File: src/rtl/core/b64d_pkg.sv
`default_nettype none

package b64d_pkg;

   localparam logic [7:0] PAD_CODE = 8'h3D;

   // One classified character as it travels from the front stage to the decoder.
   typedef struct packed {
      logic [5:0] sextet;    // alphabet value, zero for padding or bad codes
      logic       pad;       // character is '='
      logic       bad_char;  // character is neither in the alphabet nor '='
      logic       last_char; // final character of the message
   } item_type;

   localparam int ITEM_W = $bits(item_type);

   // Map one character code onto the standard alphabet.
   function automatic item_type classify(input logic [7:0] code, input logic last);
      item_type   res;
      logic [7:0] val;
      res = '0;
      val = 8'h00;
      res.last_char = last;
      if (code >= 8'h41 && code <= 8'h5A) begin
         val = code - 8'h41;
      end else if (code >= 8'h61 && code <= 8'h7A) begin
         val = code - 8'h47;
      end else if (code >= 8'h30 && code <= 8'h39) begin
         val = code + 8'h04;
      end else if (code == 8'h2B) begin
         val = 8'd62;
      end else if (code == 8'h2F) begin
         val = 8'd63;
      end else if (code == PAD_CODE) begin
         res.pad = 1'b1;
      end else begin
         res.bad_char = 1'b1;
      end
      res.sextet = val[5:0];
      return res;
   endfunction

endpackage

`default_nettype wire

File: src/rtl/core/b64d_front.sv
`default_nettype none

module b64d_front (
   input  wire logic              clock,
   input  wire logic              reset,
   input  wire logic              req_valid,
   output logic                   req_stall,
   input  wire logic [7:0]        req_char_code,
   input  wire logic              req_last_char,
   output logic                   item_valid,
   input  wire logic              item_stall,
   output b64d_pkg::item_type     item_data
);

   logic               valid_ff, valid_in;
   b64d_pkg::item_type data_ff;
   logic               load;

   assign req_stall = valid_ff && item_stall;
   assign load      = req_valid && !req_stall;

   always_comb begin
      valid_in = valid_ff;
      if (load) begin
         valid_in = 1'b1;
      end else if (valid_ff && !item_stall) begin
         valid_in = 1'b0;
      end
   end

   always_ff @(posedge clock) begin
      if (reset) begin
         valid_ff <= 1'b0;
      end else begin
         valid_ff <= valid_in;
      end
   end

   // Classify on the way in; hold while stalled.
   always_ff @(posedge clock) begin
      if (load) begin
         data_ff <= b64d_pkg::classify(req_char_code, req_last_char);
      end
   end

   assign item_valid = valid_ff;
   assign item_data  = data_ff;

endmodule

`default_nettype wire

File: src/rtl/core/b64d_queue.sv
`default_nettype none

module b64d_queue #(
   parameter int QUEUE_DEPTH = 2
) (
   input  wire logic              clock,
   input  wire logic              reset,
   input  wire logic              in_valid,
   output logic                   in_stall,
   input  wire b64d_pkg::item_type in_data,
   output logic                   out_valid,
   input  wire logic              out_stall,
   output b64d_pkg::item_type     out_data
);

   localparam int PTR_W = $clog2(QUEUE_DEPTH);
   localparam int CNT_W = $clog2(QUEUE_DEPTH + 1);

   b64d_pkg::item_type slot_ff [QUEUE_DEPTH];
   logic [PTR_W-1:0]   wr_ptr_ff, wr_ptr_in;
   logic [PTR_W-1:0]   rd_ptr_ff, rd_ptr_in;
   logic [CNT_W-1:0]   count_ff, count_in;
   logic               push, pop;

   assign in_stall  = (count_ff == CNT_W'(QUEUE_DEPTH));
   assign out_valid = (count_ff != '0);
   assign out_data  = slot_ff[rd_ptr_ff];
   assign push      = in_valid && !in_stall;
   assign pop       = out_valid && !out_stall;

   always_comb begin
      wr_ptr_in = wr_ptr_ff;
      rd_ptr_in = rd_ptr_ff;
      count_in  = count_ff;
      if (push) begin
         wr_ptr_in = (wr_ptr_ff == PTR_W'(QUEUE_DEPTH - 1)) ? '0 : wr_ptr_ff + 1'b1;
      end
      if (pop) begin
         rd_ptr_in = (rd_ptr_ff == PTR_W'(QUEUE_DEPTH - 1)) ? '0 : rd_ptr_ff + 1'b1;
      end
      if (push && !pop) begin
         count_in = count_ff + 1'b1;
      end else if (pop && !push) begin
         count_in = count_ff - 1'b1;
      end
   end

   always_ff @(posedge clock) begin
      if (reset) begin
         wr_ptr_ff <= '0;
         rd_ptr_ff <= '0;
         count_ff  <= '0;
      end else begin
         wr_ptr_ff <= wr_ptr_in;
         rd_ptr_ff <= rd_ptr_in;
         count_ff  <= count_in;
      end
   end

   always_ff @(posedge clock) begin
      if (push) begin
         slot_ff[wr_ptr_ff] <= in_data;
      end
   end

endmodule

`default_nettype wire

File: src/rtl/core/b64d_back.sv
`default_nettype none

module b64d_back (
   input  wire logic              clock,
   input  wire logic              reset,
   input  wire logic              item_valid,
   output logic                   item_stall,
   input  wire b64d_pkg::item_type item_data,
   output logic                   rsp_valid,
   input  wire logic              rsp_stall,
   output logic                   rsp_byte_valid,
   output logic [7:0]             rsp_out_byte,
   output logic                   rsp_bad_input,
   output logic                   rsp_end_of_message
);

   localparam logic [1:0] PHASE_FIRST  = 2'd0;
   localparam logic [1:0] PHASE_SECOND = 2'd1;
   localparam logic [1:0] PHASE_THIRD  = 2'd2;
   localparam logic [1:0] PHASE_FOURTH = 2'd3;

   logic [1:0] phase_ff, phase_in;
   logic [5:0] held_ff, held_in;
   logic       error_ff, error_in;
   logic       out_valid_ff, out_valid_in;
   logic       byte_valid_ff, byte_valid_in;
   logic [7:0] byte_ff, byte_in;
   logic       bad_ff;
   logic       eom_ff;
   logic       take;
   logic [1:0] phase_next;
   logic [5:0] held_next;
   logic       error_next;

   assign item_stall = out_valid_ff && rsp_stall;
   assign take       = item_valid && !item_stall;

   always_comb begin
      phase_next    = phase_ff;
      held_next     = held_ff;
      error_next    = error_ff;
      byte_valid_in = 1'b0;
      byte_in       = 8'h00;
      if (!error_ff) begin
         if (item_data.bad_char) begin
            error_next = 1'b1;
         end else if (item_data.pad &&
                      (phase_ff == PHASE_FIRST || phase_ff == PHASE_SECOND)) begin
            error_next = 1'b1;
         end else begin
            unique case (phase_ff)
               PHASE_FIRST: begin
               end
               PHASE_SECOND: begin
                  byte_valid_in = 1'b1;
                  byte_in       = {held_ff, item_data.sextet[5:4]};
               end
               PHASE_THIRD: begin
                  byte_valid_in = !item_data.pad;
                  byte_in       = {held_ff[3:0], item_data.sextet[5:2]};
               end
               PHASE_FOURTH: begin
                  byte_valid_in = !item_data.pad;
                  byte_in       = {held_ff[1:0], item_data.sextet};
               end
               default: begin
               end
            endcase
            held_next  = item_data.sextet;
            phase_next = phase_ff + 1'b1;
         end
      end
      // Flag a short last group.
      if (item_data.last_char && phase_next != PHASE_FIRST) begin
         error_next = 1'b1;
      end
      if (!byte_valid_in) begin
         byte_in = 8'h00;
      end
      // Drop all message state after the last character.
      phase_in = item_data.last_char ? PHASE_FIRST : phase_next;
      held_in  = item_data.last_char ? 6'd0 : held_next;
      error_in = item_data.last_char ? 1'b0 : error_next;
   end

   always_comb begin
      out_valid_in = out_valid_ff;
      if (take) begin
         out_valid_in = 1'b1;
      end else if (!rsp_stall) begin
         out_valid_in = 1'b0;
      end
   end

   always_ff @(posedge clock) begin
      if (reset) begin
         phase_ff     <= PHASE_FIRST;
         held_ff      <= 6'd0;
         error_ff     <= 1'b0;
         out_valid_ff <= 1'b0;
      end else begin
         out_valid_ff <= out_valid_in;
         if (take) begin
            phase_ff <= phase_in;
            held_ff  <= held_in;
            error_ff <= error_in;
         end
      end
   end

   always_ff @(posedge clock) begin
      if (take) begin
         byte_valid_ff <= byte_valid_in;
         byte_ff       <= byte_in;
         bad_ff        <= error_next;
         eom_ff        <= item_data.last_char;
      end
   end

   assign rsp_valid          = out_valid_ff;
   assign rsp_byte_valid     = byte_valid_ff;
   assign rsp_out_byte       = byte_ff;
   assign rsp_bad_input      = bad_ff;
   assign rsp_end_of_message = eom_ff;

endmodule

`default_nettype wire

File: src/rtl/core/base64_stream_decoder_unit.sv
`default_nettype none

// Channel    Direction  Handshake             Payload
// request    in         req_valid/req_stall   req_char_code[7:0], req_last_char
// response   out        rsp_valid/rsp_stall   rsp_byte_valid, rsp_out_byte[7:0],
//                                             rsp_bad_input, rsp_end_of_message
//
// One request in and one response out per cycle when neither side stalls.
// Each item passes the front register, a queue slot and the response register.
// The decode state (phase, held sextet, error latch) updates once per
// request taken in the back stage.
// Synchronous active-high reset empties every stage and starts a new group.
// A stalled response holds the back stage; the queue keeps taking requests
// until full, and only then does req_stall rise.

module base64_stream_decoder_unit #(
   parameter int QUEUE_DEPTH = 2   // queue slots between classify and decode, 2 or more
) (
   input  wire logic       clock,
   input  wire logic       reset,
   input  wire logic       req_valid,
   output logic            req_stall,
   input  wire logic [7:0] req_char_code,
   input  wire logic       req_last_char,
   output logic            rsp_valid,
   input  wire logic       rsp_stall,
   output logic            rsp_byte_valid,
   output logic [7:0]      rsp_out_byte,
   output logic            rsp_bad_input,
   output logic            rsp_end_of_message
);

   // Front to queue: classified character.
   logic               front_valid;
   logic               front_stall;
   b64d_pkg::item_type front_data;

   // Queue to decoder.
   logic               queue_valid;
   logic               queue_stall;
   b64d_pkg::item_type queue_data;

   // Register each request and map it onto the alphabet.
   b64d_front u_front (
      .clock         (clock),
      .reset         (reset),
      .req_valid     (req_valid),
      .req_stall     (req_stall),
      .req_char_code (req_char_code),
      .req_last_char (req_last_char),
      .item_valid    (front_valid),
      .item_stall    (front_stall),
      .item_data     (front_data)
   );

   // Decouple classification from the decode state so each side stalls alone.
   b64d_queue #(
      .QUEUE_DEPTH (QUEUE_DEPTH)
   ) u_queue (
      .clock     (clock),
      .reset     (reset),
      .in_valid  (front_valid),
      .in_stall  (front_stall),
      .in_data   (front_data),
      .out_valid (queue_valid),
      .out_stall (queue_stall),
      .out_data  (queue_data)
   );

   // Advance group phase, build bytes, track errors, register the response.
   b64d_back u_back (
      .clock              (clock),
      .reset              (reset),
      .item_valid         (queue_valid),
      .item_stall         (queue_stall),
      .item_data          (queue_data),
      .rsp_valid          (rsp_valid),
      .rsp_stall          (rsp_stall),
      .rsp_byte_valid     (rsp_byte_valid),
      .rsp_out_byte       (rsp_out_byte),
      .rsp_bad_input      (rsp_bad_input),
      .rsp_end_of_message (rsp_end_of_message)
   );

endmodule

`default_nettype wire
File: config.mk
export PLATFORM = sky130hd
export DESIGN_NAME = base64_stream_decoder_unit
export DESIGN_NICKNAME = d
export VERILOG_FILES = /design/src/rtl/core/b64d_pkg.sv /design/src/rtl/core/b64d_front.sv /design/src/rtl/core/b64d_queue.sv /design/src/rtl/core/b64d_back.sv /design/src/rtl/core/base64_stream_decoder_unit.sv
export SDC_FILE = /design/constraint.sdc
export NUM_CORES = 1
export LEC_CHECK = 0
export BUFFER_PORTS_ARGS = -buffer_cell sky130_fd_sc_hd__buf_2
export CAP_MARGIN = 20
export CORE_AREA = 2 2 109 79
export CTS_BUF_LIST = sky130_fd_sc_hd__clkbuf_16
export DETAILED_ROUTE_END_ITERATION = 7
export DIE_AREA = 0 0 111 81
export GPL_ROUTABILITY_DRIVEN = 0
export MAX_ROUTING_LAYER = met4
export SLEW_MARGIN = 20
export SYNTH_ARGS = -nofsm -noshare
export SYNTH_HDL_FRONTEND = slang
export SYNTH_HIERARCHICAL = 1
export SYNTH_SLANG_ARGS = --single-unit
export TNS_END_PERCENT = 50
File: constraint.sdc
create_clock -name clock -period 3 [get_ports clock]
set_clock_uncertainty 0.2 [all_clocks]
set_input_delay 0.15 -clock clock [delete_from_list [all_inputs] [get_ports clock]]
set_output_delay 0.15 -clock clock [all_outputs]
set_load 0.05 [all_outputs]
==> impl_metrics.ini, run 1 <==
[synth]
mappedNetlistNets = 258
synthCells = 231
netlist.top_cell.by_area = sky130_fd_sc_hd__edfxtp_1
synth_top_cells_by_area = sky130_fd_sc_hd__edfxtp_1 (42%), sky130_fd_sc_hd__dfxtp_1 (12%), sky130_fd_sc_hd__ha_1 (6.4%)
synth-edff-count = 38
synth.ff_latch_count = 54
asyncSetResetFlopFracSynth = 0
yosys_warnings = 6
synth_sequential_area_ratio = 0.5360
synth.top_cell.area_share = 0.4185
post_synthesis_area_per_instance_um2 = 11.80
ys_dominant_reg_cell = sky130_fd_sc_hd__edfxtp_1
unique_cell_type_count_in_the_yosys_netlist = 56
syn-cell-area_mm2 = 0.002726

[floorplanning]
placementRows = 28
fp.dieH_um = 81
dieArea_mm2 = 0.008991
initial_core_util = 0.3369
fp.dieW_um = 111
pin_count = 26
core_mm2 = 0.008093

[worst_setup_path]
timing.setup.critical_path_class = in2reg
worst_setup_path_start_kind = primary input
critical-path-top-cell-by-count = sky130_fd_sc_hd__or4_1
reg2reg_slack_ps = 920
worstPathArrival_ps = 2200
worst_setup_path_end_kind = register
required_ps = 2950
cp_cell_sequence = buf_2 > inv_1 > ha_1 > a21o_1 > and3_1 > or4_1 > or4_1 > nand3_1
critPathMaxStageDelay_ps = 540
cpMaxStageDelayCell = sky130_fd_sc_hd__or4_1
critical_path.max_fanout = 8

[route]
first_iter_violations = 127
dr_wl_met3_um = 306
wl_met1_mm = 2.369
vias_per_cell = 5.183
average_routed_wire_per_standard_cell_um = 13.48
detailroute.via_count = 1897
max_layer_used = met4
dr_wl_met2_mm = 2.209
routed_wl_mm = 4.935
firstDrtPassIters = 5
drtAntennaViolNets = 0
drt_drc_violations_left = 0

[finish]
final_cell_mix = sky130_fd_sc_hd__edfxtp_1 (38), sky130_fd_sc_hd__inv_1 (26), sky130_fd_sc_hd__buf_2 (25), sky130_fd_sc_hd__nor2_1 (20), sky130_fd_sc_hd__dfxtp_1 (16)
drive_above_1_share = 0.2031
final_cells = 366
area_delta_synth_final_pct = 14.73
design.final.nets = 287
finish.utilization = 0.3865
final_common_cell = sky130_fd_sc_hd__edfxtp_1
fin_area_mm2 = 0.003128
num_antenna_cells = 0

[global_route]
grt_max_degree = 18
grt_usage = 0.1198
grt_pass1_wl_mm = 8.418
grt_pass1_vias = 1780
grt_antenna_before_repair = 0
overflow = 0

[sta]
highest_clock_frequency_the_design_can_meet_mhz = 444.2
final-hold-violation-count = 0
rsz0062_at_grt = no
relSlewSlack = 0.4666
final_period_minus_worst_setup_slack_ps = 2251
setup_total_negative_slack_ps = 0
final_min_period_over_clock_period = 0.7505
max_slew.worst_pin.slew_ps = 798.4
setup_viol_count_final = 0
timing_max_transition_violations_final = 0

[outcome]
run_status = finished, final reports clean

[power_and_ir_drop]
total_leakage_power_nw = 1.178
power_density_over_the_cells_mw_per_mm2 = 725.4
vdd_ir_drop_max_mv = 0.5565

[clock_tree]
tritoncts = yes
clk-insertion-delay-late_ps = 290
clockBufferDepth = 2
cts_inserted_buffers = 5
cts.htree.levels = 2
clockRootBuffer = sky130_fd_sc_hd__clkbuf_16
clkSinkCount = 54
cts_resized = 0
cts.reportedPaths.clkPinSlew_ps = 70

[hold_path]
hold_path_class = in2reg

[place]
detailed_place.area_mm2 = 0.002962
numPlacedInstances = 356
placement.io_buffers = 25
dpl.hpwl_mm = 3.535

[run]
timing.max_cap.violations = 0
metal layers:
layer,vias to the layer above,global-route usage
met5,-,-
met4,0,0.04625
met3,5,0.02836
met2,67,0.1933
met1,896,0.1485
li1,929,-
power by group:
part / leakage, nW / internal [mW] / switching [mW] / total [mW]
Combinational: 0.614 / 0.207 / 0.486 / 0.694
Clock: 0.0714 / 0.309 / 0.251 / 0.560
Sequential: 0.492 / 0.952 / 0.0637 / 1.02
Total: 1.18 / 1.47 / 0.801 / 2.27
cell usage after synthesis, types with 2 or more instances:
cell / instances
sky130_fd_sc_hd__a211oi_1: 2
sky130_fd_sc_hd__a21o_1: 2
sky130_fd_sc_hd__nand2_1: 5
sky130_fd_sc_hd__a21boi_0: 2
sky130_fd_sc_hd__ha_1: 14
sky130_fd_sc_hd__nand2b_1: 4
sky130_fd_sc_hd__a21oi_1: 8
sky130_fd_sc_hd__buf_2: 2
sky130_fd_sc_hd__o22ai_1: 2
sky130_fd_sc_hd__buf_1: 2
sky130_fd_sc_hd__and2_1: 4
sky130_fd_sc_hd__dfxtp_1: 16
sky130_fd_sc_hd__o21ai_0: 5
sky130_fd_sc_hd__edfxtp_1: 38
sky130_fd_sc_hd__nor2b_1: 5
sky130_fd_sc_hd__nor2_1: 20
sky130_fd_sc_hd__o32ai_1: 7
sky130_fd_sc_hd__mux2_2: 9
sky130_fd_sc_hd__clkbuf_1: 2
sky130_fd_sc_hd__nor3_1: 2
sky130_fd_sc_hd__nand3_1: 5
sky130_fd_sc_hd__a222oi_1: 8
sky130_fd_sc_hd__inv_1: 26
sky130_fd_sc_hd__a221oi_1: 2
sky130_fd_sc_hd__or3_1: 3
sky130_fd_sc_hd__or4_1: 3
sky130_fd_sc_hd__xor2_1: 4
worst paths after layout:
kind / to / cells past startpoint / from
hold reg to reg: u_queue/slot_ff[0][7] / 0 / u_front/item_data[7]
setup reg to reg: u_back/rsp_out_byte[6] / 4 / register
setup / recovery: u_front/item_data[8] / 8 / req_char_code[2]
hold / removal: u_queue/count_ff[0] / 2 / reset
metrics by stage:
| stage | worst slack, ps | total power [mW] | hold slack (ps) |
|---|---|---|---|
| 4_1_cts | 762.1 | 2.288 | 15.92 |
| 3_3_place_gp | 495.1 | 1.713 | 134.6 |
| 6_report | 748.6 | 2.269 | 16.55 |
| 2_1_floorplan | 790.7 | 1.577 | 19.07 |
| 3_5_place_dp | 463.0 | 1.723 | 131.1 |
| 5_1_grt | 610.3 | 2.390 | 27.98 |
state kept, by name, summed over array words and instances (netlist names), named ones only:
name,flops
u_back/rsp_end_of_message,1
u_front/item_valid,1
u_front/item_data,9
u_queue/wr_ptr_ff,1
u_back/rsp_byte_valid,1
u_queue/slot_ff,18
u_back/rsp_bad_input,1
u_back/rsp_valid,1
u_back/rsp_out_byte,8
u_back/error_ff,1
u_queue/rd_ptr_ff,1
u_queue/count_ff,2
u_back/phase_ff,2
u_back/held_ff,6
critical path: cells and delay by family:
family                   cells  cell delay, ps
buffers and inverters        2             280
adder cells (fa/ha/maj)      1             250
AO/OA/AOI/OAI                1             220
AND/OR/NAND/NOR              4            1310
cell families (layout without fill, tap and decap cells):
group / after synthesis / count (layout) / synth area share
buffers and inverters: 33 / 63 / 0.04911
AO/OA/AOI/OAI: 56 / 56 / 0.1753
AND/OR/NAND/NOR: 59 / 59 / 0.1184
flip-flops: 54 / 54 / 0.5360
XOR/XNOR: 5 / 5 / 0.01606
adder cells (fa/ha/maj): 14 / 14 / 0.06425
multiplexers: 10 / 10 / 0.04085
repair_timing:
action,in CTS,in global routing
buffers inserted,0,0
hold buffers,2,0
endpoints found under the hold margin,2,0
area by class of cell:
cell class	instances	area, um2
fillers	782	4965
inverters	26	97.59
flip-flops and latches	54	1461
repair buffers	29	160.2
well taps	105	131.4
clock inverters	3	21.27
clock buffers	5	125.1
multi-input cells	144	1131
Power figures use the tool's default switching activity.
==> run 2, diff against run 1 <==
==> constraint.sdc (replaced) <==
create_clock -name clock -period 2 [get_ports clock]
set_clock_uncertainty 0.2 [all_clocks]
set_input_delay 0.1 -clock clock [delete_from_list [all_inputs] [get_ports clock]]
set_output_delay 0.1 -clock clock [all_outputs]
set_load 0.05 [all_outputs]
==> run 2 against run 1 <==
  * Sequential share of layout area decreased by 3.8 points
  * First-iteration DRC count increased by 22%
  * Register-to-register slack worse by 760 ps
  * Sequential power grew 47%
  * Final cell count up 8.7%
  * Global-route usage up 0.11 points
  * Non-clock buffer count increased by 32
  * Routed wire length increased by 2.0%
  * Total power up 59%
  * Largest power group unchanged
  * Highest routed layer unchanged
==> impl_metrics.ini, run 2 (synthesis gave the netlist of run 1 again) <==
[floorplanning]
dieArea_mm2 = 0.008991
core_mm2 = 0.008093
pin_count = 26
placementRows = 28
initial_core_util = 0.3369
fp.dieH_um = 81
fp.dieW_um = 111

[global_route]
grt_max_degree = 18
grt_pass1_vias = 1833
grt_pass1_wl_mm = 8.535
overflow = 0
grt_antenna_before_repair = 0
grt_usage = 0.1209

[finish]
drive_above_1_share = 0.2901
final_cell_mix = sky130_fd_sc_hd__edfxtp_1 (38), sky130_fd_sc_hd__buf_4 (31), sky130_fd_sc_hd__inv_1 (26), sky130_fd_sc_hd__buf_2 (25), sky130_fd_sc_hd__nor2_1 (20)
fillers = 783
regMostFlops = u_queue/slot_ff
area_delta_synth_final_pct = 25.01
largest_register_ffs = 18
final_common_cell = sky130_fd_sc_hd__edfxtp_1
num_antenna_cells = 0
design.final.nets = 319

[clock_tree]
clk-insertion-delay-late_ps = 290
cts.reportedPaths.clkPinSlew_ps = 70
clockRootBuffer = sky130_fd_sc_hd__clkbuf_16
clockBufferDepth = 2
postCtsSetupBuffers = 0
tritoncts = yes
clkSinkCount = 54
cts_inserted_buffers = 5
cts.htree.levels = 2

[place]
placement.io_buffers = 25
preCtsSetupSlack_ps = -211.4
dpl.hpwl_mm = 3.692

[power_and_ir_drop]
power_density_over_the_cells_mw_per_mm2 = 1056
vdd_ir_drop_max_mv = 0.6327
total_leakage_power_nw = 1.342

[worst_setup_path]
cp_cell_sequence = buf_2 > inv_1 > ha_2 > a21o_1 > and3_1 > or4_1 > buf_4 > o221a_1 > o22ai_1
reg2reg_slack_ps = 160
crit_family = compound AO/OA/AOI/OAI gates
worst_setup_path_start_kind = primary input
r2r_end = u_back/rsp_out_byte[3]
critical_path.max_fanout = 6
worstPathArrival_ps = 1860
timing.setup.critical_path_class = in2reg
cpMaxStageDelayCell = sky130_fd_sc_hd__or4_1
critPathMaxStageDelay_ps = 410
sum_of_buffers_and_inverters_on_the_critical_path = 3
worst_setup_path_end_kind = register
r2r.worst_path.cells = 4
required_ps = 1930

[hold_path]
min-delay-start = req_char_code[2]
worstHoldEndpoint = u_front/item_data[5]
hold_path_class = in2reg
hold-path-cell-count = 3

[route]
routed_wl_mm = 5.035
drtAntennaViolNets = 0
first_iter_violations = 155
average_routed_wire_per_standard_cell_um = 12.65
firstDrtPassIters = 5
detailroute.via_count = 1945
drt_drc_violations_left = 0
vias_per_cell = 4.887

[sta]
worst_slack_ps = 76.13
final_period_minus_worst_setup_slack_ps = 1924
final-hold-violation-count = 0
final_min_period_over_clock_period = 0.9619
setup_total_negative_slack_ps = 0
setup_viol_count_final = 0
timing_max_transition_violations_final = 0
rsz0062_at_grt = no
max_slew.worst_pin.slew_ps = 608.9
relSlewSlack = 0.5932
highest_clock_frequency_the_design_can_meet_mhz = 519.8

[outcome]
run_status = finished, final reports clean

[run]
timing.max_cap.violations = 0
==> run 2: cell types whose count changed in the layout (fill, tap and decap cells not counted), sizes merged <==
cell,delta
clkinv,-2
dlygate4sd3,+3
buf,+29
inv,+1
bufinv,+1
==> run 2: cell type report <==
cell class	instances	area [um2]	area share
Multi-Input combinational cell	144	1142	0.3352
Sequential cell	54	1461	0.4288
Clock inverter	3	42.54	0.01248
Timing Repair Buffer	61	407.9	0.1197
Inverter	26	97.59	0.02863
Tap cell	105	131.4	0.03855
Clock buffer	5	125.1	0.03671
==> run 2: layer usage <==
layer  GRT usage  wire length [um]  vias up
met2      0.1988              2272       47
met4     0.03750                65        0
met3     0.02463               251        5
li1            -                 -      986
met1      0.1530              2446      907
met5           -                 0        -
==> run 2: timing repair <==
item / CTS / global route
gates resized for setup: 0 / 2
hold buffers: 5 / 0
endpoints found under the hold margin: 8 / 0
endpoints found under the setup margin: 0 / 2
==> run 2: worst min-delay path: stages <==
cell,delay [ps]
sky130_fd_sc_hd__buf_2,110
sky130_fd_sc_hd__buf_4,140
sky130_fd_sc_hd__a211oi_1,60
==> run 2: report_power, final <==
part | internal [mW] | switching (mW)
Combinational | 0.377 | 0.752
Clock | 0.591 | 0.376
Sequential | 1.43 | 0.0785
==> run 2: per-stage QoR <==
step / instance area (um2) / hold slack, ps / power [mW] / utilization / std cells
floorplan: 2731 / -30.93 / 2.366 / - / 231
global placement: 3184 / 86.53 / 2.633 / 0.3935 / 385
detailed placement: 3184 / 86.33 / 2.650 / 0.3935 / 385
CTS: 3402 / 88.63 / 3.627 / 0.4204 / 398
finish: 3408 / 96.46 / 3.600 / 0.4212 / 398
global route: 3408 / 130.5 / 3.769 / 0.4212 / 398
==> run 2: how the worst max path moves through the flow <==
stage,from,endpoint,slack [ps],cells after the start
CTS,req_char_code[2],u_front/item_data[7],80,9
detailed placement,req_char_code[2],u_front/item_data[7],-210,9
finish,req_char_code[2],u_front/item_data[7],80,9
global placement,req_char_code[2],u_front/item_data[7],-170,9
floorplan,req_char_code[0],u_front/item_data[8],-120,8
global route,req_char_code[2],u_front/item_data[7],9,9
==> run 3, diff against run 2 <==
--- a/config.mk
+++ b/config.mk
@@ -5,12 +5,13 @@
 export SDC_FILE = /design/constraint.sdc
 export NUM_CORES = 1
 export LEC_CHECK = 0
+export ABC_AREA = 1
 export BUFFER_PORTS_ARGS = -buffer_cell sky130_fd_sc_hd__buf_2
 export CAP_MARGIN = 20
-export CORE_AREA = 2 2 109 79
+export CORE_AREA = 2 2 114 83
 export CTS_BUF_LIST = sky130_fd_sc_hd__clkbuf_16
 export DETAILED_ROUTE_END_ITERATION = 7
-export DIE_AREA = 0 0 111 81
+export DIE_AREA = 0 0 116 85
 export GPL_ROUTABILITY_DRIVEN = 0
 export MAX_ROUTING_LAYER = met4
 export SLEW_MARGIN = 20
==> run 3 against run 2 <==
  * Synthesized cell count increased by 49%
  * Global-route usage increased by 1.6 points
  * Register-to-register slack improved by 99 ps
  * Cell area increased by 2.6%
  * Highest routed layer unchanged
==> impl_metrics.ini, run 3 <==
[route]
dr_wl_met3_um = 345
drtAntennaViolNets = 0
detailroute.via_count = 2372
max_layer_used = met4
wl_met1_mm = 2.951
average_routed_wire_per_standard_cell_um = 11.75
vias_per_cell = 4.706
drt_drc_violations_left = 0
first_iter_violations = 145
routed_wl_mm = 5.924
dr_wl_met2_mm = 2.581
firstDrtPassIters = 4

[worst_setup_path]
timing.setup.critical_path_class = reg2reg
worst_setup_path_start_kind = register
critical_path.max_fanout = 9
worstPathArrival_ps = 1690
worst_setup_path_end_kind = register
timing.rr.start = u_back/phase_ff[1]
required_ps = 1950
timing.critical_path.from = u_back/phase_ff[1]

[power_and_ir_drop]
total_leakage_power_nw = 1.507
vdd_ir_drop_max_mv = 0.5282
power_density_over_the_cells_mw_per_mm2 = 1152

[place]
dpl.hpwl_mm = 4.538
detailed_place.area_mm2 = 0.003274
placement.io_buffers = 25

[global_route]
grt_usage = 0.1365
grt_pass1_wl_mm = 10.36
overflow = 0
grt_antenna_before_repair = 0
grt_max_degree = 18
grt_pass1_vias = 2252

[floorplanning]
dieArea_mm2 = 0.009860
fp.dieW_um = 116
core_mm2 = 0.008781
pin_count = 26
initial_core_util = 0.3418
fp.dieH_um = 85
placementRows = 29

[finish]
final_common_cell = sky130_fd_sc_hd__nand2_1
finish.utilization = 0.3981
fin_area_mm2 = 0.003496
final_cell_mix = sky130_fd_sc_hd__nand2_1 (86), sky130_fd_sc_hd__nor2_1 (44), sky130_fd_sc_hd__nand3_1 (41), sky130_fd_sc_hd__edfxtp_1 (38), sky130_fd_sc_hd__inv_1 (27)
regMostFlops = u_queue/slot_ff
area_occupied_by_registers_mm2 = 0.001461
area_delta_synth_final_pct = 16.47
multi_input_area_mm2 = 0.001351
fillers = 899
largest_register_ffs = 18
num_antenna_cells = 0
design.final.nets = 406
drive_above_1_share = 0.2105

[run]
timing.max_cap.violations = 0

[hold_path]
hold_path_class = in2reg
min-delay-start = req_char_code[2]

[sta]
final_min_period_over_clock_period = 0.8703
setup_viol_count_final = 0
relSlewSlack = 0.6866
rsz0062_at_grt = no
final-hold-violation-count = 0
setup_total_negative_slack_ps = 0
timing_max_transition_violations_final = 0
final_period_minus_worst_setup_slack_ps = 1741
highest_clock_frequency_the_design_can_meet_mhz = 574.5
max_slew.worst_pin.slew_ps = 465.8

[synth]
ys_dominant_reg_cell = sky130_fd_sc_hd__edfxtp_1
post_synthesis_area_per_instance_um2 = 8.726
synth-edff-count = 38
yosys_warnings = 6
synth.ff_latch_count = 54
xor_xnor_fraction_of_synth_area = 0.02334
asyncSetResetFlopFracSynth = 0
post-synth-top-count-cell = sky130_fd_sc_hd__nand2_1
mappedNetlistNets = 371
unique_cell_type_count_in_the_yosys_netlist = 30
netlist.top_cell.by_area = sky130_fd_sc_hd__edfxtp_1
synthCells = 344
yosys.area_share.adder = 0.05836
syn-cell-area_mm2 = 0.003002
synthTopCellsByCount = sky130_fd_sc_hd__nand2_1 (86), sky130_fd_sc_hd__nor2_1 (44), sky130_fd_sc_hd__nand3_1 (41)
synth.top_cell.area_share = 0.3802
post_synth_mux_area_share = 0.03376
synth_top_cells_by_area = sky130_fd_sc_hd__edfxtp_1 (38%), sky130_fd_sc_hd__nand2_1 (11%), sky130_fd_sc_hd__dfxtp_1 (11%)
synth_compound_gate_area_share = 0.03710
main_combinational_cell_family_by_area_after_synthesis = simple AND/OR/NAND/NOR gates
synth-simple-area-share = 0.2968
synth_sequential_area_ratio = 0.4869

[clock_tree]
clk-insertion-delay-late_ps = 290
cts.reportedPaths.clkPinSlew_ps = 70
cts_inserted_buffers = 5
clockBufferDepth = 2
tritoncts = yes
cts.htree.levels = 2
postCtsSetupBuffers = 0
clockRootBuffer = sky130_fd_sc_hd__clkbuf_16
clkSinkCount = 54

[outcome]
run_status = finished, final reports clean
[run 3: per-layer routing]
layer | GRT usage | vias up
met5 | - | -
met4 | 0.04004 | 0
met3 | 0.03143 | 6
met2 | 0.1994 | 75
met1 | 0.1896 | 1096
li1 | - | 1195
[run 3: critical path: stages (launching register included)]
cell and delay (ps):
sky130_fd_sc_hd__dfxtp_1 420, sky130_fd_sc_hd__inv_1 110, sky130_fd_sc_hd__ha_2 260, sky130_fd_sc_hd__o21ai_4 150
sky130_fd_sc_hd__nand2_2 100, sky130_fd_sc_hd__nor2_2 130, sky130_fd_sc_hd__inv_2 90, sky130_fd_sc_hd__nor2_1 120
[run 3: cell families (layout without fill, tap and decap cells)]
family / Yosys count / count (layout)
adders and majority gates: 14 / 14
DFF: 54 / 54
xor gates and xnor gates: 8 / 8
and+or+nand+nor: 197 / 197
muxes: 9 / 9
AOI/OAI and AO/OA: 17 / 17
buffers and inverters: 45 / 81
[run 3: layout make-up]
| type | count | share of cell area |
|---|---|---|
| clock inverters | 3 | 0.01253 |
| repair buffers | 35 | 0.06084 |
| flip-flops and latches | 54 | 0.4180 |
| well taps | 124 | 0.04438 |
| clock buffers | 5 | 0.03579 |
| multi-input cells | 245 | 0.3865 |
| inverters | 38 | 0.04188 |
[run 3: what timing repair did]
action                                  in CTS  in global routing
resized for setup                            0                  1
endpoints found under the hold margin        7                  0
endpoints found under the setup margin       0                 11
hold buffers                                 5                  0
[run 3: worst paths after layout]
check	endpoint	depth (start not counted)	slack, ps
worst max-delay path	u_back/rsp_out_byte[5]	7	260
worst min-delay path	u_front/item_data[5]	4	120
worst max register to register	u_back/rsp_out_byte[5]	7	260
worst min register to register	u_queue/slot_ff[0][7]	0	250
[run 3: through the flow]
step	worst slack (ps)	total power [mW]	hold slack, ps	cells
final	259.3	4.026	123.0	504
after global routing	31.65	4.267	166.4	504
after detailed placement	148.5	3.066	82.01	491
after global placement	89.10	3.044	81.62	491
after CTS	177.8	4.062	107.3	504
after floorplan	226.9	2.732	-30.93	344
[run 3: report_power, final]
| group | switching, mW | internal, mW |
|---|---|---|
| logic | 1.04 | 0.415 |
| clock network | 0.389 | 0.591 |
| registers | 0.104 | 1.48 |
| total | 1.54 | 2.49 |
